File: src/hw/rtl/battery_supervisor_fsm_unit_assert.svh
// Assertion macros shared by the supervisor RTL.
// Expects clk_i and rst_ni in the scope of the module that uses them.
`ifndef BATTERY_SUPERVISOR_FSM_UNIT_ASSERT_SVH
`define BATTERY_SUPERVISOR_FSM_UNIT_ASSERT_SVH

// Checked only while out of reset.
`define BSF_ASSERT(lbl, prop, msg) \
  lbl: assert property (@(posedge clk_i) disable iff (!rst_ni) prop) else $error(msg);

// Checked at every edge, reset included.
`define BSF_ASSERT_ALWAYS(lbl, prop, msg) \
  lbl: assert property (@(posedge clk_i) prop) else $error(msg);

`endif

File: src/hw/rtl/bsf_pkg.sv
// Types, codes and transition functions of the battery supervisor.
// No dependencies; used by every module of the block.
`timescale 1ns / 1ps

package bsf_pkg;

  typedef enum logic [2:0] {
    MODE_FAULT   = 3'd0,
    MODE_STARTUP = 3'd1,
    MODE_INIT    = 3'd2,
    MODE_OPER    = 3'd3,
    MODE_LOW     = 3'd4,
    MODE_CRIT    = 3'd5
  } mode_e;

  typedef enum logic [2:0] {
    EV_FAULT_CLEARED = 3'd0,
    EV_STARTUP_DONE  = 3'd1,
    EV_INITIALIZED   = 3'd2,
    EV_FAULT         = 3'd3,
    EV_LOW           = 3'd4,
    EV_OK            = 3'd5,
    EV_CRITICAL      = 3'd6
  } event_e;

  typedef enum logic [1:0] {
    CMD_DISPATCH = 2'd0,
    CMD_FORCE    = 2'd1,
    CMD_TICK     = 2'd2
  } cmd_e;

  localparam logic [2:0] REG_LOW_ENTER  = 3'd0;
  localparam logic [2:0] REG_CRIT_ENTER = 3'd1;
  localparam logic [2:0] REG_OK_RETURN  = 3'd2;
  localparam logic [2:0] REG_CRIT_EXIT  = 3'd3;
  localparam logic [2:0] REG_MIN_DWELL  = 3'd4;

  localparam logic [14:0] LOW_ENTER_RST  = 15'd6600;
  localparam logic [14:0] CRIT_ENTER_RST = 15'd6000;
  localparam logic [14:0] OK_RETURN_RST  = 15'd6800;
  localparam logic [14:0] CRIT_EXIT_RST  = 15'd6200;
  localparam logic [15:0] MIN_DWELL_RST  = 16'd0;

  localparam logic [2:0]  MODE_COUNT    = 3'd6;
  localparam logic [7:0]  PASS_BIT      = 8'h01;
  localparam logic [7:0]  PASSED_FLAG   = 8'h80;
  localparam logic [15:0] CHECK_RATE_HZ = 16'd10;

  typedef struct packed {
    logic [14:0] low_enter_mv;
    logic [14:0] critical_enter_mv;
    logic [14:0] ok_return_mv;
    logic [14:0] critical_exit_mv;
    logic [15:0] min_dwell_ms;
  } cfg_t;

  typedef struct packed {
    logic [1:0]  command;
    logic [2:0]  event_code;
    logic [2:0]  target_mode;
    logic [15:0] tick_rate_hz;
    logic [31:0] now_ms;
    logic [7:0]  selftest_bits;
    logic        read_ok;
    logic [14:0] battery_mv;
  } item_t;

  typedef struct packed {
    mode_e       mode;
    logic [31:0] entry;
    logic [7:0]  status;
    logic [7:0]  count;
  } state_t;

  typedef struct packed {
    state_t st;
    logic   changed;
  } work_t;

  function automatic mode_e next_mode(mode_e m, logic [2:0] ev);
    mode_e r;
    r = m;
    unique case (m)
      MODE_FAULT:   if (ev == EV_FAULT_CLEARED) r = MODE_OPER;
      MODE_STARTUP: if (ev == EV_STARTUP_DONE) r = MODE_INIT;
      MODE_INIT:    if (ev == EV_INITIALIZED) r = MODE_OPER;
      MODE_OPER: begin
        if (ev == EV_FAULT) r = MODE_FAULT;
        else if (ev == EV_LOW) r = MODE_LOW;
      end
      MODE_LOW: begin
        if (ev == EV_FAULT) r = MODE_FAULT;
        else if (ev == EV_OK) r = MODE_OPER;
        else if (ev == EV_CRITICAL) r = MODE_CRIT;
      end
      MODE_CRIT: begin
        if (ev == EV_FAULT) r = MODE_FAULT;
        else if (ev == EV_LOW) r = MODE_LOW;
      end
      default: r = m;
    endcase
    return r;
  endfunction

  function automatic work_t enter_mode(work_t w, mode_e m, logic [31:0] now);
    work_t r;
    r = w;
    r.st.mode  = m;
    r.st.entry = now;
    if (m == MODE_FAULT) r.st.status = '0;
    r.changed = 1'b1;
    return r;
  endfunction

  // Event transition, held back while less than the dwell time has elapsed.
  function automatic work_t dispatch(work_t w, logic [2:0] ev, logic [31:0] now,
                                     logic [15:0] dwell);
    work_t       r;
    mode_e       m;
    logic [31:0] elapsed;
    logic        too_early;
    r         = w;
    m         = next_mode(w.st.mode, ev);
    elapsed   = now - w.st.entry;
    too_early = (elapsed[31:16] == '0) && (elapsed[15:0] < dwell);
    if ((m != w.st.mode) && !too_early) r = enter_mode(w, m, now);
    return r;
  endfunction

endpackage

File: src/hw/rtl/bsf_cfg.sv
// Configuration register file of the supervisor: thresholds and dwell time.
// Depends on bsf_pkg.
`timescale 1ns / 1ps

module bsf_cfg (
  input  logic          clk_i,
  input  logic          rst_ni,
  input  logic          we_i,
  input  logic [2:0]    addr_i,
  input  logic [15:0]   wdata_i,
  output bsf_pkg::cfg_t cfg_o
);

  bsf_pkg::cfg_t cfg_q, cfg_d;

  always_comb begin
    cfg_d = cfg_q;
    if (we_i) begin
      unique case (addr_i)
        bsf_pkg::REG_LOW_ENTER:  cfg_d.low_enter_mv      = wdata_i[14:0];
        bsf_pkg::REG_CRIT_ENTER: cfg_d.critical_enter_mv = wdata_i[14:0];
        bsf_pkg::REG_OK_RETURN:  cfg_d.ok_return_mv      = wdata_i[14:0];
        bsf_pkg::REG_CRIT_EXIT:  cfg_d.critical_exit_mv  = wdata_i[14:0];
        bsf_pkg::REG_MIN_DWELL:  cfg_d.min_dwell_ms      = wdata_i;
        default: ; // drop writes beyond the register list
      endcase
    end
  end

  always_ff @(posedge clk_i or negedge rst_ni) begin
    if (!rst_ni) begin
      cfg_q.low_enter_mv      <= bsf_pkg::LOW_ENTER_RST;
      cfg_q.critical_enter_mv <= bsf_pkg::CRIT_ENTER_RST;
      cfg_q.ok_return_mv      <= bsf_pkg::OK_RETURN_RST;
      cfg_q.critical_exit_mv  <= bsf_pkg::CRIT_EXIT_RST;
      cfg_q.min_dwell_ms      <= bsf_pkg::MIN_DWELL_RST;
    end else begin
      cfg_q <= cfg_d;
    end
  end

  assign cfg_o = cfg_q;

endmodule

File: src/hw/rtl/bsf_step.sv
// Next-state logic of the supervisor for one command beat.
// Depends on bsf_pkg; purely combinational.
`timescale 1ns / 1ps

module bsf_step (
  input  bsf_pkg::state_t st_i,
  input  bsf_pkg::item_t  item_i,
  input  bsf_pkg::cfg_t   cfg_i,
  output bsf_pkg::work_t  res_o
);

  bsf_pkg::work_t w0, wf, wa, wb, res;
  logic           at_rate;
  logic [2:0]     pass_ev;
  logic [15:0]    dwell;
  logic [31:0]    now;

  always_comb begin
    dwell      = cfg_i.min_dwell_ms;
    now        = item_i.now_ms;
    at_rate    = (item_i.tick_rate_hz == bsf_pkg::CHECK_RATE_HZ);
    w0.st      = st_i;
    w0.changed = 1'b0;
    pass_ev    = (st_i.mode == bsf_pkg::MODE_FAULT) ? bsf_pkg::EV_FAULT_CLEARED
                                                    : bsf_pkg::EV_INITIALIZED;
    // Failed sensor read raises a fault first; voltage checks then chain on.
    wf = item_i.read_ok ? w0 : bsf_pkg::dispatch(w0, bsf_pkg::EV_FAULT, now, dwell);
    wa = wf;
    wb = wf;
    res = w0;

    unique case (item_i.command)
      bsf_pkg::CMD_DISPATCH: res = bsf_pkg::dispatch(w0, item_i.event_code, now, dwell);
      bsf_pkg::CMD_FORCE: begin
        if ((item_i.target_mode < bsf_pkg::MODE_COUNT) &&
            (item_i.target_mode != st_i.mode))
          res = bsf_pkg::enter_mode(w0, bsf_pkg::mode_e'(item_i.target_mode), now);
      end
      bsf_pkg::CMD_TICK: begin
        unique case (st_i.mode)
          bsf_pkg::MODE_FAULT, bsf_pkg::MODE_INIT: begin
            if (at_rate) begin
              if ((st_i.status & bsf_pkg::PASS_BIT) == bsf_pkg::PASS_BIT) begin
                res = bsf_pkg::dispatch(w0, pass_ev, now, dwell);
                res.st.status = res.st.status | bsf_pkg::PASSED_FLAG;
              end else begin
                res.st.count  = st_i.count + 8'd1;
                res.st.status = st_i.status | item_i.selftest_bits;
              end
            end
          end
          bsf_pkg::MODE_STARTUP: res = bsf_pkg::dispatch(w0, bsf_pkg::EV_STARTUP_DONE, now, dwell);
          bsf_pkg::MODE_OPER: begin
            if (item_i.battery_mv < cfg_i.low_enter_mv)
              wa = bsf_pkg::dispatch(wf, bsf_pkg::EV_LOW, now, dwell);
            if (at_rate) res = wa;
          end
          bsf_pkg::MODE_LOW: begin
            if (item_i.battery_mv < cfg_i.critical_enter_mv)
              wa = bsf_pkg::dispatch(wf, bsf_pkg::EV_CRITICAL, now, dwell);
            wb = wa;
            if (item_i.battery_mv > cfg_i.ok_return_mv)
              wb = bsf_pkg::dispatch(wa, bsf_pkg::EV_OK, now, dwell);
            if (at_rate) res = wb;
          end
          bsf_pkg::MODE_CRIT: begin
            if (item_i.battery_mv > cfg_i.critical_exit_mv)
              wa = bsf_pkg::dispatch(wf, bsf_pkg::EV_LOW, now, dwell);
            if (at_rate) res = wa;
          end
          default: res = w0;
        endcase
      end
      default: res = w0; // unknown command: report state unchanged
    endcase
  end

  assign res_o = res;

endmodule

File: src/hw/rtl/battery_supervisor_fsm_unit.sv
// Top level of the six-mode battery supervisor.
// Depends on bsf_pkg, bsf_cfg, bsf_step and the assertion macro header.
`timescale 1ns / 1ps
//
// Usage
//   Commands arrive as beats on the s_axis group; each one yields exactly one
//   result beat on the m_axis group with the mode, status byte, self-test
//   count and a flag telling whether the beat changed the mode.
//   A beat is taken into an input register, then evaluated by the
//   combinational transition logic against the held supervisor state; mode,
//   entry time, status and count update in the same cycle as the result
//   register loads, and the result is valid from that register. Throughput is
//   one beat per cycle while the receiver takes every result.
//   When the receiver stalls, the result register holds and the input
//   register still takes one more beat; s_axis_tready drops only once both
//   are full, and rises again in the cycle the result is taken.
//   The user must write thresholds and the dwell time through cfg_we_i/
//   cfg_addr_i/cfg_wdata_i only while the block is idle; the block itself
//   does not enforce this. Reset loads startup mode, zero entry time, status
//   and count, the default thresholds, and empties both registers.

module battery_supervisor_fsm_unit (
  input  logic        clk_i,
  input  logic        rst_ni,
  input  logic        cfg_we_i,
  input  logic [2:0]  cfg_addr_i,
  input  logic [15:0] cfg_wdata_i,
  input  logic        s_axis_tvalid,
  output logic        s_axis_tready,
  // command[1:0], event_code[4:2], target_mode[7:5], tick_rate_hz[23:8],
  // now_ms[55:24], selftest_bits[63:56], read_ok[64], battery_mv[79:65]
  input  logic [79:0] s_axis_tdata,
  output logic        m_axis_tvalid,
  input  logic        m_axis_tready,
  // mode[2:0], status_byte[10:3], selftest_count[18:11], mode_changed[19],
  // zero fill[23:20]
  output logic [23:0] m_axis_tdata
);

`include "battery_supervisor_fsm_unit_assert.svh"

  bsf_pkg::cfg_t   cfg;
  bsf_pkg::item_t  item_q, item_d;
  bsf_pkg::state_t state_q, state_d;
  bsf_pkg::work_t  step;
  logic            in_vld_q, in_vld_d;
  logic            out_vld_q, out_vld_d;
  logic [19:0]     res_q, res_d;
  logic            s_acc, advance;

  bsf_cfg u_cfg (
    .clk_i   (clk_i),
    .rst_ni  (rst_ni),
    .we_i    (cfg_we_i),
    .addr_i  (cfg_addr_i),
    .wdata_i (cfg_wdata_i),
    .cfg_o   (cfg)
  );

  bsf_step u_step (
    .st_i   (state_q),
    .item_i (item_q),
    .cfg_i  (cfg),
    .res_o  (step)
  );

  // Advance when an item waits and the result slot is free or being drained.
  assign advance       = in_vld_q && (!out_vld_q || m_axis_tready);
  assign s_axis_tready = !in_vld_q || advance;
  assign s_acc         = s_axis_tvalid && s_axis_tready;

  always_comb begin
    item_d.command       = s_axis_tdata[1:0];
    item_d.event_code    = s_axis_tdata[4:2];
    item_d.target_mode   = s_axis_tdata[7:5];
    item_d.tick_rate_hz  = s_axis_tdata[23:8];
    item_d.now_ms        = s_axis_tdata[55:24];
    item_d.selftest_bits = s_axis_tdata[63:56];
    item_d.read_ok       = s_axis_tdata[64];
    item_d.battery_mv    = s_axis_tdata[79:65];

    in_vld_d  = s_acc ? 1'b1 : (advance ? 1'b0 : in_vld_q);
    out_vld_d = advance ? 1'b1 : (m_axis_tready ? 1'b0 : out_vld_q);
    state_d   = advance ? step.st : state_q;
    res_d     = {step.changed, step.st.count, step.st.status, step.st.mode};
  end

  // Control and supervisor state.
  always_ff @(posedge clk_i or negedge rst_ni) begin
    if (!rst_ni) begin
      in_vld_q      <= 1'b0;
      out_vld_q     <= 1'b0;
      state_q.mode   <= bsf_pkg::MODE_STARTUP;
      state_q.entry  <= '0;
      state_q.status <= '0;
      state_q.count  <= '0;
    end else begin
      in_vld_q  <= in_vld_d;
      out_vld_q <= out_vld_d;
      state_q   <= state_d;
    end
  end

  // Payload registers: hold unless a beat moves in.
  always_ff @(posedge clk_i) begin
    if (s_acc) item_q <= item_d;
    if (advance) res_q <= res_d;
  end

  assign m_axis_tvalid = out_vld_q;
  assign m_axis_tdata  = {4'b0, res_q};

  `BSF_ASSERT(a_state_holds, !advance |=> $stable(state_q), "state moved without a beat")
  `BSF_ASSERT(a_changed_moves, (advance && step.changed) |=> (state_q.mode != $past(state_q.mode)), "mode_changed without a new mode")
  `BSF_ASSERT(a_fault_clears, (advance && (step.st.mode == bsf_pkg::MODE_FAULT) && (state_q.mode != bsf_pkg::MODE_FAULT)) |=> (state_q.status == '0), "status kept on fault entry")
  `BSF_ASSERT_ALWAYS(a_rst_quiet, !rst_ni |-> !m_axis_tvalid, "result valid during reset")

endmodule
File: config.mk
export PLATFORM = sky130hd
export DESIGN_NAME = battery_supervisor_fsm_unit
export DESIGN_NICKNAME = d
export VERILOG_FILES = /design/src/hw/rtl/bsf_pkg.sv /design/src/hw/rtl/bsf_cfg.sv /design/src/hw/rtl/bsf_step.sv /design/src/hw/rtl/battery_supervisor_fsm_unit.sv
export VERILOG_INCLUDE_DIRS = /design/src /design/src/hw/rtl
export SDC_FILE = /design/constraint.sdc
export NUM_CORES = 1
export LEC_CHECK = 0
export BUFFER_PORTS_ARGS = -buffer_cell sky130_fd_sc_hd__buf_2
export CAP_MARGIN = 30
export CORE_MARGIN = 5
export CORE_UTILIZATION = 55
export DETAILED_ROUTE_END_ITERATION = 7
export HOLD_SLACK_MARGIN = 0.15
export PLACE_DENSITY_LB_ADDON = 0.2
export RECOVER_POWER = 50
export SLEW_MARGIN = 20
export SYNTH_ARGS = -nofsm -noshare
export SYNTH_HDL_FRONTEND = slang
export SYNTH_SLANG_ARGS = --single-unit
File: constraint.sdc
create_clock -name clk_i -period 16.3 [get_ports clk_i]
set_input_delay 0.815 -clock clk_i [delete_from_list [all_inputs] [get_ports clk_i]]
set_output_delay 0.815 -clock clk_i [all_outputs]
set_load 0.01 [all_outputs]
==> key figures <==
Critical path
  • Worst r2r dst: state_q[47]
  • Crit path arrival time: ~16 ns
  • Slowest Stage Delay on Critical Path: approximately 0.5 ns
  • Startpoint types: flip-flop
  • R2R depth: 70
  • Worst EP required: approximately 17 ns
  • CP Capture Type: flip-flop
  • Reg2Reg Setup Slack: around 1.0 ns
  • Peak fanout along the critical path: 13
  • Reg-to-Reg Start: item_q[24]
  • Worst setup path category: flip-flop to flip-flop
  • Worst path slowest cell: or4_4

Floorplan
  • I/O pins: 130
  • Num rows: 67
  • Initial core utilization: 0.5544
  • Core box area: between 0.03 and 0.04 mm²
  • Die area: about 0.037 mm²
  • Die height: 193.4 µm
  • Width of the die: 193.4 µm

Synthesis
  • Synth cell types: roughly 110
  • Synthesized area: approximately 0.018 mm²
  • Primary FF master, synth: dfrtp_1
  • Post-synthesis sequential area ratio: 0.3385
  • Flop and latch count out of synthesis: roughly 230
  • Ys async rst share: 0.5633
  • Post-synthesis cell count: approximately 2000
  • Post-synth EDFFs: 100
  • Avg Cell Area, Syn: ~9 µm²
  • Syn. warnings: 0

Timing
  • Max Fclk: between 60 and 70 MHz
  • Worst slew pin tran: around 3.5 ns
  • Min Clock Period, post-route: between 15 and 20 ns
  • Setup TNS after final layout: 0 ns
  • Final hold violations: 0
  • Clock Skew: around 0.031 ns
  • Final setup viols: 0
  • Final period util: 0.9373
  • Final slew viol count: 144
  • Slew margin rel.: -1.302

GRT
  • Vias in the first global route: around 15000
  • Gr usage total: 0.2496
  • Global-route wire length before repair: between 70000 and 80000 µm
  • Total global routing overflow: 0
  • Initial antenna violation count: 0
  • Largest net degree at the start of global routing: 67

Clocking
  • Root Driver: clkbuf_16
  • Htree depth: 1
  • Clk_lat worst skew: between 0.5 and 0.6 ns
  • Clk slew on worst S/H paths: 0.06 ns
  • CTS Buf Count: 28
  • CTS tree: built
  • Hold-fix buffers, CTS: 0
  • Clock buffer depth: 3
  • Sink Count: 229

Min path
  • Hold Path Depth: 1
  • Hold crit path type: input port to flip-flop
  • Hold Crit Start: s_axis_tdata[57]
  • WHS Endpoint: item_q[17]

Pwr
  • P_leak: slightly below 9 nW
  • Peak VDD IR: 0.0001141 V
  • Pwr Density: about 180 mW/mm²

Placement
  • Gpl congestion: a little under 1
  • Post-DP HPWL: around 38000 µm
  • PortBufs: ~130
  • Placed standard-cell area: 0.01940 mm²

Drt
  • Routed Antenna Nets: 0
  • Via density: roughly 6.1
  • 1st-iter DRT viols: between 1000 and 1500
  • Post-DR wirelength/cell: ~19 µm
  • DRT Pass-1 Iters: 6
  • Via count: roughly 16000
  • Residual DRC count: 0
  • Final wirelength: about 48000 µm

Flow run
  • Number of max-cap violations: 3

Finish
  • Fill cells: 2947
  • Total Nets Final: around 2400
  • Share of cells above drive strength 1: 0.1402
  • Area growth syn-to-layout: 10.12%
  • Layout Utilization: 0.6105
  • Design area: 0.02037 mm²
  • Ant. Diodes: 0

Status
  • Violated checks: max-capacitance violations, max-slew violations
  • Outcome: complete, but fails checks
how the worst max path moves through the flow:
stage | end | slack [ns] | start
finish | state_q[47] | 1.02 | item_q[24]
global route | state_q[47] | -0.003 | item_q[24]
CTS | state_q[29] | 0.44 | item_q[25]
detailed placement | state_q[29] | 0.47 | item_q[25]
global placement | state_q[29] | 0.96 | item_q[25]
floorplan | state_q[47] | 2.55 | item_q[25]
stage by stage:
stage,cells,power [W],setup WS (ns),hold slack [ns]
after floorplan,2016,0.002420,2.550,0.4572
after global placement,2530,0.002867,0.9605,0.4659
after detailed placement,2532,0.002911,0.4661,0.4813
after CTS,2584,0.003553,0.4371,0.2252
after global routing,2588,0.003861,-0.002649,0.3895
final,2588,0.003574,1.022,0.4090
cells in the final DEF (no fill, tap or decap), drive strengths merged, types with 30 or more instances in the layout:
| master | Yosys | routed |
|---|---|---|
| clkbuf | 49 | 46 |
| inv | 166 | 167 |
| a211oi | 30 | 30 |
| mux2i | 59 | 59 |
| o21ai | 155 | 155 |
| xnor2 | 48 | 48 |
| nor2 | 103 | 103 |
| o21a | 41 | 41 |
| nand2 | 175 | 175 |
| a21o | 59 | 59 |
| nor3 | 60 | 60 |
| buf | 27 | 140 |
| dfrtp | 105 | 105 |
| xor2 | 33 | 33 |
| a21oi | 147 | 147 |
| edfxtp | 100 | 100 |
| ha | 197 | 197 |
| mux2 | 46 | 46 |
critical path: cells and delay by family (launching register included):
| kind | cells | cell delay (ns) |
|---|---|---|
| adders and majority gates | 8 | 2.40 |
| and+or+nand+nor | 15 | 2.90 |
| buffers and inverters | 4 | 0.66 |
| muxes | 1 | 0.35 |
| xor gates and xnor gates | 3 | 0.48 |
| DFF | 1 | 0.32 |
| AOI/OAI and AO/OA | 39 | 8.06 |
state kept, by name, indices dropped and copies added (netlist names):
name / flops
u_cfg.cfg_o: 76
in_vld_q: 1
state_q: 51
res_q: 20
item_q: 80
m_axis_tvalid: 1
where the power goes:
group	switching, W	internal [W]
combinational	0.00125	0.000895
sequential	0.0000797	0.000724
clock	0.000250	0.000375
total	0.00158	0.00199
cells in the mapped netlist (6+ instances only):
master	instances	area (µm²)
ha_1	197	2465
nand2_1	173	649.4
inv_1	165	619.3
a21oi_1	145	725.7
o21ai_0	145	725.7
dfrtp_1	105	2628
nor2_1	103	386.6
edfxtp_1	100	3003
nor3_1	60	300.3
mux2i_1	59	590.6
a21o_1	55	412.9
xnor2_1	48	420.4
mux2_2	45	506.7
o21a_1	41	307.8
clkbuf_1	39	146.4
xor2_1	33	289.0
a211oi_1	30	225.2
nand3_1	29	145.1
nand4_1	29	181.4
nor2b_1	28	175.2
dfstp_2	24	630.6
nand2b_1	23	143.9
o22a_1	23	201.4
a31oi_1	21	131.4
o211ai_1	16	120.1
a221oi_1	14	122.6
nor4_1	12	75.07
o21bai_1	12	90.09
o22ai_1	12	75.07
and4_1	11	96.34
buf_2	11	55.05
or3_1	10	62.56
and3_1	9	56.30
clkbuf_8	9	123.9
o21ai_1	9	45.04
o31ai_1	9	67.56
a211o_1	8	70.07
buf_4	8	60.06
buf_6	7	78.83
a2111oi_0	6	52.55
and2_1	6	37.54
nand3b_1	6	45.04
o2111ai_1	6	52.55
or2_2	6	37.54
what timing repair did:
action | CTS | global route
setup buffers | 0 | 3
gates resized for setup | 0 | 10
endpoints found under the setup margin | 0 | 39
layout make-up:
| type | count | area, µm² | share of cell area |
|---|---|---|---|
| clock inverters | 14 | 180.2 | 0.008846 |
| multi-input cells | 1543 | 11190 | 0.5492 |
| clock buffers | 38 | 758.2 | 0.03723 |
| well taps | 448 | 560.5 | 0.02752 |
| flip-flops and latches | 229 | 6261 | 0.3074 |
| inverters | 168 | 630.6 | 0.03096 |
| repair buffers | 148 | 790.8 | 0.03882 |
routing by layer:
metal  track usage  wire length (µm)  up-vias
met5             0                 0        -
met2        0.4171             22420      483
li1              -                 -     7638
met3       0.03670              2705       82
met1        0.3397             21900     7469
met4       0.07081              1445        0
logic make-up (layout without fill, tap and decap cells):
kind of cell / Yosys count / count (layout) / share of synthesized area
buffers and inverters: 244 / 368 / 0.06041
AOI/OAI and AO/OA: 618 / 618 / 0.2228
muxes: 105 / 105 / 0.05993
DFF: 229 / 229 / 0.3385
adders and majority gates: 200 / 200 / 0.1365
and+or+nand+nor: 535 / 535 / 0.1433
other: 1 / 4 / 0.0002027
xor gates and xnor gates: 81 / 81 / 0.03835
No activity file was read; power rests on OpenSTA's default activity.
